## src/hw/rtl/http_chunked_body_deframer_defines.svh

```systemverilog
// Assertion helpers shared by the deframer RTL.
`ifndef HTTP_CHUNKED_BODY_DEFRAMER_DEFINES_SVH
`define HTTP_CHUNKED_BODY_DEFRAMER_DEFINES_SVH

// Same-cycle implication, disabled while reset is asserted.
`define HCBD_ASSERT_NOW(lbl, clk, rst_n, ante, cons, msg) \
    lbl: assert property (@(posedge clk) disable iff (!(rst_n)) (ante) |-> (cons)) \
        else $error(msg);

// Next-cycle implication, disabled while reset is asserted.
`define HCBD_ASSERT_NEXT(lbl, clk, rst_n, ante, cons, msg) \
    lbl: assert property (@(posedge clk) disable iff (!(rst_n)) (ante) |=> (cons)) \
        else $error(msg);

`endif

```

## src/hw/rtl/hcbd_pkg.sv

```systemverilog
`timescale 1ns / 1ps

package hcbd_pkg;

    localparam logic       KIND_DATA     = 1'b0;
    localparam logic       KIND_REPORT   = 1'b1;

    localparam logic [1:0] END_NORMAL    = 2'd0;
    localparam logic [1:0] END_OVERFLOW  = 2'd1;
    localparam logic [1:0] END_TRUNCATED = 2'd2;

    localparam logic [7:0] CR_BYTE       = 8'h0D;

    localparam int QUEUE_DEPTH    = 4;
    localparam int QUEUE_PTR_BITS = $clog2(QUEUE_DEPTH);
    localparam int QUEUE_CNT_BITS = $clog2(QUEUE_DEPTH + 1);

    typedef struct packed {
        logic       kind;
        logic [7:0] data_byte;
        logic       chunk_last;
        logic [1:0] end_reason;
        logic       run_last;
    } t_result;

    // Up to two results per accepted byte: payload first, report second.
    typedef struct packed {
        logic [1:0] count;
        t_result    res0;
        t_result    res1;
    } t_push;

    // {valid, value}: valid is set for 0-9, a-f, A-F.
    function automatic logic [4:0] hex_digit(input logic [7:0] b);
        logic [4:0] r;
        r = 5'd0;
        if (b >= 8'h30 && b <= 8'h39) begin
            r = {1'b1, 4'(b - 8'h30)};
        end else if (b >= 8'h61 && b <= 8'h66) begin
            r = {1'b1, 4'(b - 8'h57)};
        end else if (b >= 8'h41 && b <= 8'h46) begin
            r = {1'b1, 4'(b - 8'h37)};
        end
        return r;
    endfunction

endpackage

```

## src/hw/rtl/http_chunked_body_deframer.sv

```systemverilog
`timescale 1ns / 1ps

// HTTP chunked body deframer. Takes a message body one byte per transaction
// (tlast on the final byte) and emits payload bytes and one end-of-body report
// per body. A byte is taken when the result queue has room; its results are
// written to that queue and shown on the master side from there. Throughput
// is one byte per clock while each byte gives at most one result and the
// master side does not stall; a byte giving a payload byte plus the report
// (final byte in plain mode or in chunk data) gives two results, absorbed by
// the four-entry queue; input stalls only when fewer than two entries are free.
// i_cfg_wdata = 1 (reset value) decodes chunked coding, 0 passes the body as
// one chunk; write it only while the block is idle. No init sweep after reset.
module http_chunked_body_deframer #(
    parameter int LENGTH_BITS = 64
) (
    input  logic        i_clk,
    input  logic        i_rst_n,

    input  logic        i_cfg_we,
    input  logic        i_cfg_wdata,

    input  logic        s_axis_tvalid,
    output logic        s_axis_tready,
    input  logic [7:0]  s_axis_tdata,   // [7:0] body_byte
    input  logic        s_axis_tlast,   // body_last

    output logic        m_axis_tvalid,
    input  logic        m_axis_tready,
    output logic [15:0] m_axis_tdata,   // [7:0] data_byte, [9:8] end_reason, [10] run_last
    output logic        m_axis_tlast,   // chunk_last
    output logic        m_axis_tuser    // kind
);
    import hcbd_pkg::*;

    t_push   push;
    t_result result;
    logic    room;

    hcbd_core #(
        .LENGTH_BITS (LENGTH_BITS)
    ) u_core (
        .i_clk       (i_clk),
        .i_rst_n     (i_rst_n),
        .i_cfg_we    (i_cfg_we),
        .i_cfg_wdata (i_cfg_wdata),
        .i_valid     (s_axis_tvalid),
        .i_byte      (s_axis_tdata),
        .i_last      (s_axis_tlast),
        .i_room      (room),
        .o_ready     (s_axis_tready),
        .o_push      (push)
    );

    hcbd_result_queue u_queue (
        .i_clk    (i_clk),
        .i_rst_n  (i_rst_n),
        .i_push   (push),
        .o_room   (room),
        .o_valid  (m_axis_tvalid),
        .i_ready  (m_axis_tready),
        .o_result (result)
    );

    assign m_axis_tdata = {5'd0, result.run_last, result.end_reason, result.data_byte};
    assign m_axis_tlast = result.chunk_last;
    assign m_axis_tuser = result.kind;

endmodule

```

## src/hw/rtl/hcbd_core.sv

```systemverilog
`timescale 1ns / 1ps
`include "http_chunked_body_deframer_defines.svh"

module hcbd_core #(
    parameter int LENGTH_BITS = 64
) (
    input  logic            i_clk,
    input  logic            i_rst_n,
    input  logic            i_cfg_we,
    input  logic            i_cfg_wdata,
    input  logic            i_valid,
    input  logic [7:0]      i_byte,
    input  logic            i_last,
    input  logic            i_room,
    output logic            o_ready,
    output hcbd_pkg::t_push o_push
);
    import hcbd_pkg::*;

    localparam logic [2:0] PH_HEX      = 3'd0;
    localparam logic [2:0] PH_SEEK_CR  = 3'd1;
    localparam logic [2:0] PH_SKIP_ONE = 3'd2;
    localparam logic [2:0] PH_DATA     = 3'd3;
    localparam logic [2:0] PH_TRAIL_A  = 3'd4;
    localparam logic [2:0] PH_TRAIL_B  = 3'd5;

    localparam logic [LENGTH_BITS-1:0] LEN_ZERO = '0;
    localparam logic [LENGTH_BITS-1:0] LEN_ONE  = LENGTH_BITS'(1);

    logic                   r_chunked_mode;
    logic [2:0]             r_phase,     n_phase;
    logic [LENGTH_BITS-1:0] r_remaining, n_remaining;
    logic                   r_finished,  n_finished;

    logic                   accept;
    logic [4:0]             hex;
    logic                   is_cr;
    logic [LENGTH_BITS-1:0] rem_shift;
    logic                   pay_v;
    logic                   pay_clast;
    logic                   rep_v;
    logic [1:0]             rep_reason;
    t_result                pay_res;
    t_result                rep_res;

    assign o_ready   = i_room;
    assign accept    = i_valid & i_room;
    assign hex       = hex_digit(i_byte);
    assign is_cr     = (i_byte == CR_BYTE);
    assign rem_shift = {r_remaining[LENGTH_BITS-5:0], hex[3:0]};

    always_comb begin
        n_phase     = r_phase;
        n_remaining = r_remaining;
        n_finished  = r_finished;
        pay_v       = 1'b0;
        pay_clast   = 1'b0;
        rep_v       = 1'b0;
        rep_reason  = END_NORMAL;

        if (!r_finished) begin
            if (!r_chunked_mode) begin
                pay_v     = 1'b1;
                pay_clast = i_last;
                rep_v     = i_last;
            end else begin
                unique case (r_phase)
                    PH_HEX: begin
                        if (hex[4]) begin
                            if (r_remaining[LENGTH_BITS-1 -: 4] != 4'd0) begin
                                rep_v      = 1'b1;
                                rep_reason = END_OVERFLOW;
                            end else begin
                                n_remaining = rem_shift;
                                if (i_last) begin
                                    rep_v      = 1'b1;
                                    rep_reason = (rem_shift == LEN_ZERO) ? END_NORMAL
                                                                         : END_TRUNCATED;
                                end
                            end
                        end else if (r_remaining == LEN_ZERO) begin
                            // non-hex header or explicit zero: clean end
                            rep_v = 1'b1;
                        end else begin
                            n_phase = is_cr ? PH_SKIP_ONE : PH_SEEK_CR;
                        end
                    end
                    PH_SEEK_CR: begin
                        if (is_cr) begin
                            n_phase = PH_SKIP_ONE;
                        end
                    end
                    PH_SKIP_ONE: begin
                        n_phase = PH_DATA;
                    end
                    PH_DATA: begin
                        pay_v       = 1'b1;
                        pay_clast   = (r_remaining == LEN_ONE);
                        n_remaining = r_remaining - LEN_ONE;
                        if (r_remaining == LEN_ONE) begin
                            n_phase = PH_TRAIL_A;
                        end
                    end
                    PH_TRAIL_A: begin
                        n_phase = PH_TRAIL_B;
                    end
                    default: begin
                        n_phase     = PH_HEX;
                        n_remaining = LEN_ZERO;
                        rep_v       = i_last;
                    end
                endcase
                if (i_last && !rep_v) begin
                    rep_v      = 1'b1;
                    rep_reason = END_TRUNCATED;
                end
            end
            if (rep_v) begin
                n_finished = 1'b1;
            end
        end

        // the flagged final byte always returns the parser to its start
        if (i_last) begin
            n_phase     = PH_HEX;
            n_remaining = LEN_ZERO;
            n_finished  = 1'b0;
        end
    end

    always_comb begin
        pay_res.kind       = KIND_DATA;
        pay_res.data_byte  = i_byte;
        pay_res.chunk_last = pay_clast;
        pay_res.end_reason = END_NORMAL;
        pay_res.run_last   = ~rep_v;

        rep_res.kind       = KIND_REPORT;
        rep_res.data_byte  = 8'd0;
        rep_res.chunk_last = 1'b0;
        rep_res.end_reason = rep_reason;
        rep_res.run_last   = 1'b1;

        o_push.count = accept ? ({1'b0, pay_v} + {1'b0, rep_v}) : 2'd0;
        o_push.res0  = pay_v ? pay_res : rep_res;
        o_push.res1  = rep_res;
    end

    always_ff @(posedge i_clk) begin
        if (!i_rst_n) begin
            r_chunked_mode <= 1'b1;
        end else if (i_cfg_we) begin
            r_chunked_mode <= i_cfg_wdata;
        end
    end

    always_ff @(posedge i_clk) begin
        if (!i_rst_n) begin
            r_phase     <= PH_HEX;
            r_remaining <= LEN_ZERO;
            r_finished  <= 1'b0;
        end else if (accept) begin
            r_phase     <= n_phase;
            r_remaining <= n_remaining;
            r_finished  <= n_finished;
        end
    end

    `HCBD_ASSERT_NOW(a_finished_silent, i_clk, i_rst_n, r_finished, o_push.count == 2'd0,
        "byte produced results after end of body")
    `HCBD_ASSERT_NOW(a_phase_legal, i_clk, i_rst_n, 1'b1, r_phase <= PH_TRAIL_B,
        "parser phase out of range")
    `HCBD_ASSERT_NEXT(a_last_clears, i_clk, i_rst_n, accept && i_last,
        r_phase == PH_HEX && r_remaining == LEN_ZERO && !r_finished,
        "final body byte did not clear the parser")

endmodule

```

## src/hw/rtl/hcbd_result_queue.sv

```systemverilog
`timescale 1ns / 1ps
`include "http_chunked_body_deframer_defines.svh"

module hcbd_result_queue (
    input  logic              i_clk,
    input  logic              i_rst_n,
    input  hcbd_pkg::t_push   i_push,
    output logic              o_room,
    output logic              o_valid,
    input  logic              i_ready,
    output hcbd_pkg::t_result o_result
);
    import hcbd_pkg::*;

    localparam logic [QUEUE_CNT_BITS-1:0] ROOM_LIMIT = QUEUE_CNT_BITS'(QUEUE_DEPTH - 2);

    t_result                   r_entry [QUEUE_DEPTH];
    logic [QUEUE_PTR_BITS-1:0] r_wr_ptr, n_wr_ptr;
    logic [QUEUE_PTR_BITS-1:0] r_rd_ptr, n_rd_ptr;
    logic [QUEUE_CNT_BITS-1:0] r_count,  n_count;
    logic                      pop;
    logic [QUEUE_PTR_BITS-1:0] wr_ptr_next;

    assign o_room      = (r_count <= ROOM_LIMIT);
    assign o_valid     = (r_count != '0);
    assign o_result    = r_entry[r_rd_ptr];
    assign pop         = o_valid & i_ready;
    assign wr_ptr_next = r_wr_ptr + QUEUE_PTR_BITS'(1);

    always_comb begin
        n_wr_ptr = r_wr_ptr + QUEUE_PTR_BITS'(i_push.count);
        n_rd_ptr = r_rd_ptr + QUEUE_PTR_BITS'(pop);
        n_count  = r_count + QUEUE_CNT_BITS'(i_push.count) - QUEUE_CNT_BITS'(pop);
    end

    always_ff @(posedge i_clk) begin
        if (i_push.count != 2'd0) begin
            r_entry[r_wr_ptr] <= i_push.res0;
        end
        if (i_push.count == 2'd2) begin
            r_entry[wr_ptr_next] <= i_push.res1;
        end
    end

    always_ff @(posedge i_clk) begin
        if (!i_rst_n) begin
            r_wr_ptr <= '0;
            r_rd_ptr <= '0;
            r_count  <= '0;
        end else begin
            r_wr_ptr <= n_wr_ptr;
            r_rd_ptr <= n_rd_ptr;
            r_count  <= n_count;
        end
    end

    `HCBD_ASSERT_NOW(a_count_bound, i_clk, i_rst_n, 1'b1,
        r_count <= QUEUE_CNT_BITS'(QUEUE_DEPTH), "result queue count beyond depth")
    `HCBD_ASSERT_NOW(a_push_has_room, i_clk, i_rst_n, i_push.count != 2'd0, o_room,
        "results pushed without room for two")
    `HCBD_ASSERT_NEXT(a_pop_drains, i_clk, i_rst_n, pop && i_push.count == 2'd0,
        r_count == $past(r_count) - QUEUE_CNT_BITS'(1), "pop did not drain the queue")

endmodule

```

## config.mk

```make
export PLATFORM = sky130hd
export DESIGN_NAME = http_chunked_body_deframer
export DESIGN_NICKNAME = d
export VERILOG_FILES = /design/src/hw/rtl/hcbd_pkg.sv /design/src/hw/rtl/http_chunked_body_deframer.sv /design/src/hw/rtl/hcbd_core.sv /design/src/hw/rtl/hcbd_result_queue.sv
export VERILOG_INCLUDE_DIRS = /design/src /design/src/hw/rtl
export SDC_FILE = /design/constraint.sdc
export NUM_CORES = 1
export LEC_CHECK = 0
export BUFFER_PORTS_ARGS = -buffer_cell sky130_fd_sc_hd__buf_2
export CORE_AREA = 2 2 157 159
export CTS_BUF_LIST = sky130_fd_sc_hd__clkbuf_4 sky130_fd_sc_hd__clkbuf_8
export DETAILED_ROUTE_END_ITERATION = 10
export DIE_AREA = 0 0 159 161
export GPL_ROUTABILITY_DRIVEN = 0
export SKIP_CTS_REPAIR_TIMING = 1
export SYNTH_ARGS = -nofsm -noshare
export SYNTH_HDL_FRONTEND = slang
export SYNTH_SLANG_ARGS = --single-unit
export TNS_END_PERCENT = 100
```

## constraint.sdc

```tcl
create_clock -name i_clk -period 7.2 [get_ports i_clk]
set_input_delay 1.08 -clock i_clk [delete_from_list [all_inputs] [get_ports i_clk]]
set_output_delay 1.08 -clock i_clk [all_outputs]
set_load 0.01 [all_outputs]
```

[After elaboration in Yosys (flattened, before gate mapping)]
Memory sizes are Yosys's and may differ from the RTL's. A register that Yosys moved wholly into a read port is not among the register bits.
Index checks and enable logic that the tools add are counted.
Word-level totals
  flip-flop bits (word level): 76
  RAM bits: 52
  input bits: 15
  output and inout bits: 20
  logic and storage cells: 112
  memories kept: 1
Memories
  u_queue.r_entry: words 4, width 13, read ports 1, clocked after memory_dff 1, write ports 2, line hcbd_result_queue.sv:17  | t_result r_entry [QUEUE_DEPTH];
Operators by class
  add/subtract/negate cells: 10
  $lt $le $gt $ge: 7
  equality and inequality tests: 15
  multiplexer cells: 53
  bitwise gates (word level): 3
  reductions and logical operators: 16
Operators by type and width (count)
  $mux 64: 5
  $pmux 64 s3: 1
  $logic_not 64->1: 2
  $eq 64x1->1 const B: 1
  $sub 64x1->64 const B: 1
  $mux 1: 23
  $mux 2: 11
  $mux 3: 7
  $ge 8x7->1 const B: 2
  $le 8x7->1 const B: 2
  $mux 5: 3
  $pmux 3 s5: 1
  $mux 13: 1
  $ne 3x2->1 const B: 3
  $ne 3x3->1 const B: 3
  $eq 8x4->1 const B: 1
  $ge 8x6->1 const B: 1
  $le 8x6->1 const B: 1
  $sub 4x3->4 const B: 2
  $reduce_and 7->1: 1
  $eq 3x2->1 const B: 2
  $reduce_and 6->1: 1
  $logic_and 1x1->1: 4
  $reduce_bool 2->1: 2
  other kinds (22): 23

[Logic depth before layout (Yosys ltp)]
  depth in word-level cells: 20
  mapped depth: 18
  depth with buffers taken out: 16

[Hierarchy]
A second synthesis with hierarchy kept.
Unflattened totals
  cells, all modules: 855
  area total of the unflattened synthesis: 7981.4 µm²
By module, submodules not included
  hcbd_core: times used 1, cells an instance 678, area an instance 4825.9 µm², sequential area each 1381.3 µm²
  hcbd_result_queue: times used 1, cells an instance 171, area an instance 3114.2 µm², sequential area each 1701.6 µm²
  http_chunked_body_deframer: times used 1, cells an instance 6, area an instance 41.3 µm², sequential area each 0.0 µm²

[Worst setup path before layout]
Ideal clock, no wire load.
  path kind: input port to flip-flop
  start point: input s_axis_tdata[0]
  end point: register u_queue.r_count[2]
  library setup time: 0.128 ns
  data arrival time: 4.120 ns
  required time: 7.072 ns
  slack: 2.952 ns
  stages on the path: 18
  buffers on the path: 2
  cells stage by stage: clkbuf_1 > inv_1 > ha_1 > o21bai_1 > a21o_1 > nand3_1 > o31ai_2 > nand3_1 > a21oi_1 > ha_1 > clkbuf_1 > and3_1 > ha_1 > inv_1 > fa_1 > xnor2_1 > xnor2_1 > nor2_1
On the way
  longest elaborated chain between the ends: 19
  elaborated cells between the ends (all ways): 26
  classes of those cells: add/sub: 3; order compare: 6; mux: 12; reduce/logical: 5
Ends and longest elaborated chain
  start: declaration: line http_chunked_body_deframer.sv:24  | input logic [7:0] s_axis_tdata,
  $ge 8x7->1 / $le 8x7->1 (equally long branches): line hcbd_pkg.sv:41  | end else if (b >= 8'h41 && b <= 8'h46) begin
  $logic_and 1x1->1: line hcbd_pkg.sv:41
  $mux 5: line hcbd_pkg.sv:41
  $mux 5: line hcbd_pkg.sv:39  | end else if (b >= 8'h61 && b <= 8'h66) begin
  $mux 5 *: line hcbd_pkg.sv:37  | if (b >= 8'h30 && b <= 8'h39) begin
  $mux 1 *: line hcbd_core.sv:69  | if (hex[4]) begin
  $pmux 1 s2 *: line hcbd_core.sv:67  | unique case (r_phase)
  $mux 1 *: line hcbd_core.sv:62  | if (!r_chunked_mode) begin
  (+2 left out)
  $logic_and 1x1->1: line hcbd_core.sv:113  | if (i_last && !rep_v) begin
  $mux 1 *: line hcbd_core.sv:113
  $mux 1 *: line hcbd_core.sv:62
  $mux 1 * (2 in a row): line hcbd_core.sv:61  | if (!r_finished) begin
  $add 1x1->2 *: line hcbd_core.sv:144  | o_push.count = accept ? ({1'b0, pay_v} + {1'b0, rep_v}) : 2'd0;
  $mux 2 *: line hcbd_core.sv:144
  $add 3x2->3 *: line hcbd_result_queue.sv:33  | n_count = r_count + QUEUE_CNT_BITS'(i_push.count) - QUEUE_CNT_BITS'(pop);
  $sub 3x1->3 *: line hcbd_result_queue.sv:33
  end signal: assignment: line hcbd_result_queue.sv:53  | r_count <= n_count;
  end: declaration: line hcbd_result_queue.sv:20  | logic [QUEUE_CNT_BITS-1:0] r_count, n_count;
Mark *: on every way between the ends. The rest lies on a longest branch, timed or not. The select of a mux whose other input is x is not followed.
A chain may end at the register's enable or synchronous reset.

[Final worst setup path]
  start point: register u_core.r_remaining[13]
  end point: register u_queue.r_count[2]
On the way
  longest elaborated chain between the ends: 16
Ends and longest elaborated chain
  start: declaration: line hcbd_core.sv:32  | logic [LENGTH_BITS-1:0] r_remaining, n_remaining;
  start signal: assignment: line hcbd_core.sv:164  | r_remaining <= n_remaining;
  $logic_not 64->1 *: line hcbd_core.sv:81  | end else if (r_remaining == LEN_ZERO) begin
  $mux 1 *: line hcbd_core.sv:81
  $mux 1 *: line hcbd_core.sv:69
  $pmux 1 s2 *: line hcbd_core.sv:67
  $mux 1 *: line hcbd_core.sv:62
  $mux 1 *: line hcbd_core.sv:61
  $logic_not 1->1: line hcbd_core.sv:113
  $logic_and 1x1->1: line hcbd_core.sv:113
  $mux 1 *: line hcbd_core.sv:113
  $mux 1 *: line hcbd_core.sv:62
  $mux 1 * (2 in a row): line hcbd_core.sv:61
  $add 1x1->2 *: line hcbd_core.sv:144
  $mux 2 *: line hcbd_core.sv:144
  $add 3x2->3 *: line hcbd_result_queue.sv:33
  $sub 3x1->3 *: line hcbd_result_queue.sv:33
Marked as above.

==> run_results.csv <==
group,metric,value,unit
floorplan,die_w,159,um
worst_setup_path,crit_end,"u_queue.r_count[2]$_SDFF_PN0_",
global_routing,grt_overflow,0,
synthesis,synth_cells,886,
final_layout,antenna-diode-count,0,
global_routing,grt_max_degree,66,
drt,route.detailed.drc,0,
pwr,p_seq_share,38.5,%
synthesis,yosysWarnings,0,
timing,worst_pin_slew,1.10,ns
global_routing,antenna_found_initial,0,
global_routing,grt_pass1_wl,36.0,mm
drt,drt_iter0_drc,515,
floorplan,coreArea,0.0240,mm2
synthesis,synth_top_area_share,31.7,%
synthesis,yosysTopAreaCell,"dfxtp_1",
floorplan,die_area,0.0256,mm2
drt,vias_per_cell,5.86,
global_routing,grt_pass1_vias,6735,
worst_setup_path,cp.arrival,4.51,ns
final_layout,drive_above_1_share,14.2,%
floorplan,initial_core_util,31.6,%
pwr,p_sw_share,38.0,%
placed_design,hpwlAfterDp,14.4,mm
clock_tree,cts_tree,"built",
timing,relSlewSlack,26.3,%
placed_design,port_buffers,29,
pwr,powerDensity,289,mW/mm2
timing,rsz0062_at_grt,"false",
synthesis,avgSynthCellArea,8.55,um2
synthesis,synth_edf_count,8,
clock_tree,cts_root_buf,"clkbuf_8",
clock_tree,clk_pin_slew,0.08,ns
timing,setup_violations,0,
worst_setup_path,worstReg2RegEnd,"u_queue.r_count[2]$_SDFF_PN0_",
global_routing,track_usage,17.1,%
worst_setup_path,regToRegSetupSlack,3.00,ns
clock_tree,clock-sinks,128,
timing,fmax,0.238,GHz
synthesis,ys_ff_latch,128,
pwr,ir_worst_vdd,0.000134,V
synthesis,seq_area_frac_synth,34.9,%
worst_setup_path,reg2regPathDepth,13,
timing,min_period,4.20,ns
worst_setup_path,critPathKind,"flop to flop",
synthesis,synthTopCellsByCount,"dfxtp_1 (120), a21oi_1 (76), nand2_1 (76), nor2_1 (67), o21ai_0 (58)",
timing,skew,0.0124,ns
pwr,p_int,0.00149,W
worst_hold_path,holdCritPathClass,"flop to flop",
clock_tree,cts_buffers,17,
worst_setup_path,critical_path.startpoint,"u_core.r_remaining[13]$_SDFFE_PN0P_",
pwr,p_comb_share,35.5,%
drt,ant_nets,0,
floorplan,rows,57,
job,drv_cap,0,
status,status,"finished, final reports clean",
clock_tree,ctsLongestPathBuffers,2,
synthesis,synthFlopType,"dfxtp_1",
timing,hold_viol_final,0,
pwr,clkPwrFrac,26.0,%
drt,drt-total-wl,22.0,mm
timing,slew_viol_final,0,
timing,fin_crit_sh,58.3,%
synthesis,synthArstFlopShare,0,%
drt,dr.pass1.iters,5,
clock_tree,h-tree-depth,4,
pwr,switching_power,0.000914,W
placed_design,dp_worst_setup_slack,2.64,ns
synthesis,netlist_area,0.00757,mm2
drt,vias,7148,
clock_tree,clk_latency,0.46,ns
worst_setup_path,timing.critical_path.required,7.51,ns
synthesis,synthTopCellsByArea,"dfxtp_1 (32%), a21oi_1 (5.0%), a32o_1 (4.9%)",
worst_setup_path,r2r-start,"u_core.r_remaining[13]$_SDFFE_PN0P_",
timing,setup_tns,0,ns
final_layout,fillers,2517,
worst_setup_path,endpoint_kind,"flop",
floorplan,io_pins,35,
worst_setup_path,path_max_fanout,11,
worst_setup_path,critPathLaunchType,"flop",
synthesis,yosysUniqueCellTypes,85,
floorplan,dieHeight,161,um
synthesis,yosysMostFrequentCell,"dfxtp_1",
final_layout,final_nets,910,
drt,routedWlPerCell,18.0,um
final_layout,syn2layout_area_growth,9.94,%
pwr,leakage,3.02,nW
timing,fin_ws,3.00,ns
==> power by group through the flow <==
| stage | clock (W) | sequential (W) | combinational [W] |
|---|---|---|---|
| 6_report | 0.000626 | 0.000928 | 0.000854 |
| 5_1_grt | 0.000671 | 0.000947 | 0.000932 |
| 4_1_cts | 0.000643 | 0.000927 | 0.000851 |
| 3_5_place_dp | 0 | 0.000943 | 0.000849 |
| 3_3_place_gp | 0 | 0.000942 | 0.000844 |
| 2_1_floorplan | 0 | 0.000892 | 0.000680 |
==> cells in the final DEF, fill, tap and decap left out, types with 7 or more instances in the layout <==
cell type,Yosys,routed
ha_1,12,12
o21ai_0,58,58
o211ai_1,8,8
inv_1,24,24
xnor2_1,10,10
buf_4,8,13
clkbuf_8,0,17
o22ai_1,7,7
o32ai_1,10,10
and2_1,9,9
nand2_1,76,76
and3_1,8,8
mux4_2,13,13
nand4_1,11,11
a22oi_1,12,12
buf_2,11,29
a22o_1,11,11
or4_1,14,14
edfxtp_1,8,8
o31ai_1,8,8
nor4_1,15,15
a211oi_1,7,7
nor2_1,67,66
a31oi_1,14,14
a21oi_1,76,74
a32o_1,37,37
nand3_1,27,27
nor3_1,31,30
dfxtp_1,120,120
or3_1,8,8
==> cell type report <==
class / instances / area, um2 / area share, %
Clock inverter: 13 / 140 / 1.68
Clock buffer: 19 / 249 / 2.99
Inverter: 25 / 93.8 / 1.13
Timing Repair Buffer: 42 / 243 / 2.91
Multi-Input combinational cell: 668 / 4550 / 54.7
Sequential cell: 128 / 2640 / 31.7
Tap cell: 324 / 405 / 4.87
==> metal layers <==
| metal | up-vias | track usage, % | wire, um |
|---|---|---|---|
| li1 | 3396 | - | - |
| met3 | 18 | 3.75 | 1390 |
| met4 | 0 | 4.83 | 209 |
| met5 | - | 0 | 0 |
| met1 | 3499 | 22.9 | 9960 |
| met2 | 235 | 27.9 | 10400 |
==> how the worst min path moves through the flow <==
stage	from	to	slack (ns)	cells past startpoint
after CTS	u_queue.r_entry[2][7]$_SDFFE_PP0P_	u_queue.r_entry[2][7]$_SDFFE_PP0P_	0.47	1
final	u_queue.r_entry[1][6]$_SDFFE_PP0P_	u_queue.r_entry[1][6]$_SDFFE_PP0P_	0.47	1
after global routing	u_queue.r_entry[3][5]$_SDFFE_PP0P_	u_queue.r_entry[3][5]$_SDFFE_PP0P_	0.48	1
after global placement	u_queue.r_entry[1][11]$_SDFFE_PP0P_	u_queue.r_entry[1][11]$_SDFFE_PP0P_	0.44	1
after floorplan	u_queue.r_entry[2][10]$_SDFFE_PP0P_	u_queue.r_entry[2][10]$_SDFFE_PP0P_	0.44	1
after detailed placement	u_queue.r_entry[1][6]$_SDFFE_PP0P_	u_queue.r_entry[1][6]$_SDFFE_PP0P_	0.45	1
==> kinds of logic after synthesis <==
family / after synthesis / synth area share, %
simple gates: 317 / 23.3
compound gates: 300 / 27.6
flops: 128 / 34.9
buf+inv: 94 / 5.63
mux: 20 / 4.84
fa+ha+maj: 13 / 2.25
xor+xnor: 13 / 1.50
other cells: 1 / 0.0495
==> flip-flops by register name (all words and copies together) (netlist names) <==
name / flops
u_queue.r_entry: 52
u_core.r_phase: 3
u_core.r_remaining: 64
u_queue.r_count: 3
u_queue.r_wr_ptr: 2
u_core.r_chunked_mode: 1
u_core.r_finished: 1
u_queue.r_rd_ptr: 2
==> worst max-delay path: stages (launching register included) <==
cell	delay [ns]
dfxtp_1	0.37
nor3_1	0.46
nand4_2	0.31
or4_4	0.63
o31ai_2	0.32
nand3_1	0.11
a21oi_1	0.23
ha_1	0.34
nand2_1	0.14
ha_1	0.33
fa_1	0.43
xnor2_1	0.19
xnor2_1	0.14
nor2_1	0.05
==> per-stage QoR <==
| stage | hold slack, ns | cells | area [um2] | power, W | util (%) |
|---|---|---|---|---|---|
| 2_1_floorplan | 0.437 | 890 | 7590 | 0.00157 | - |
| 3_3_place_gp | 0.444 | 1187 | 7940 | 0.00179 | 33.1 |
| 3_5_place_dp | 0.454 | 1187 | 7940 | 0.00179 | 33.1 |
| 4_1_cts | 0.472 | 1219 | 8330 | 0.00242 | 34.8 |
| 5_1_grt | 0.484 | 1219 | 8330 | 0.00255 | 34.8 |
| 6_report | 0.469 | 1219 | 8330 | 0.00241 | 34.8 |
Note: power is estimated with default switching activity, not from simulation.
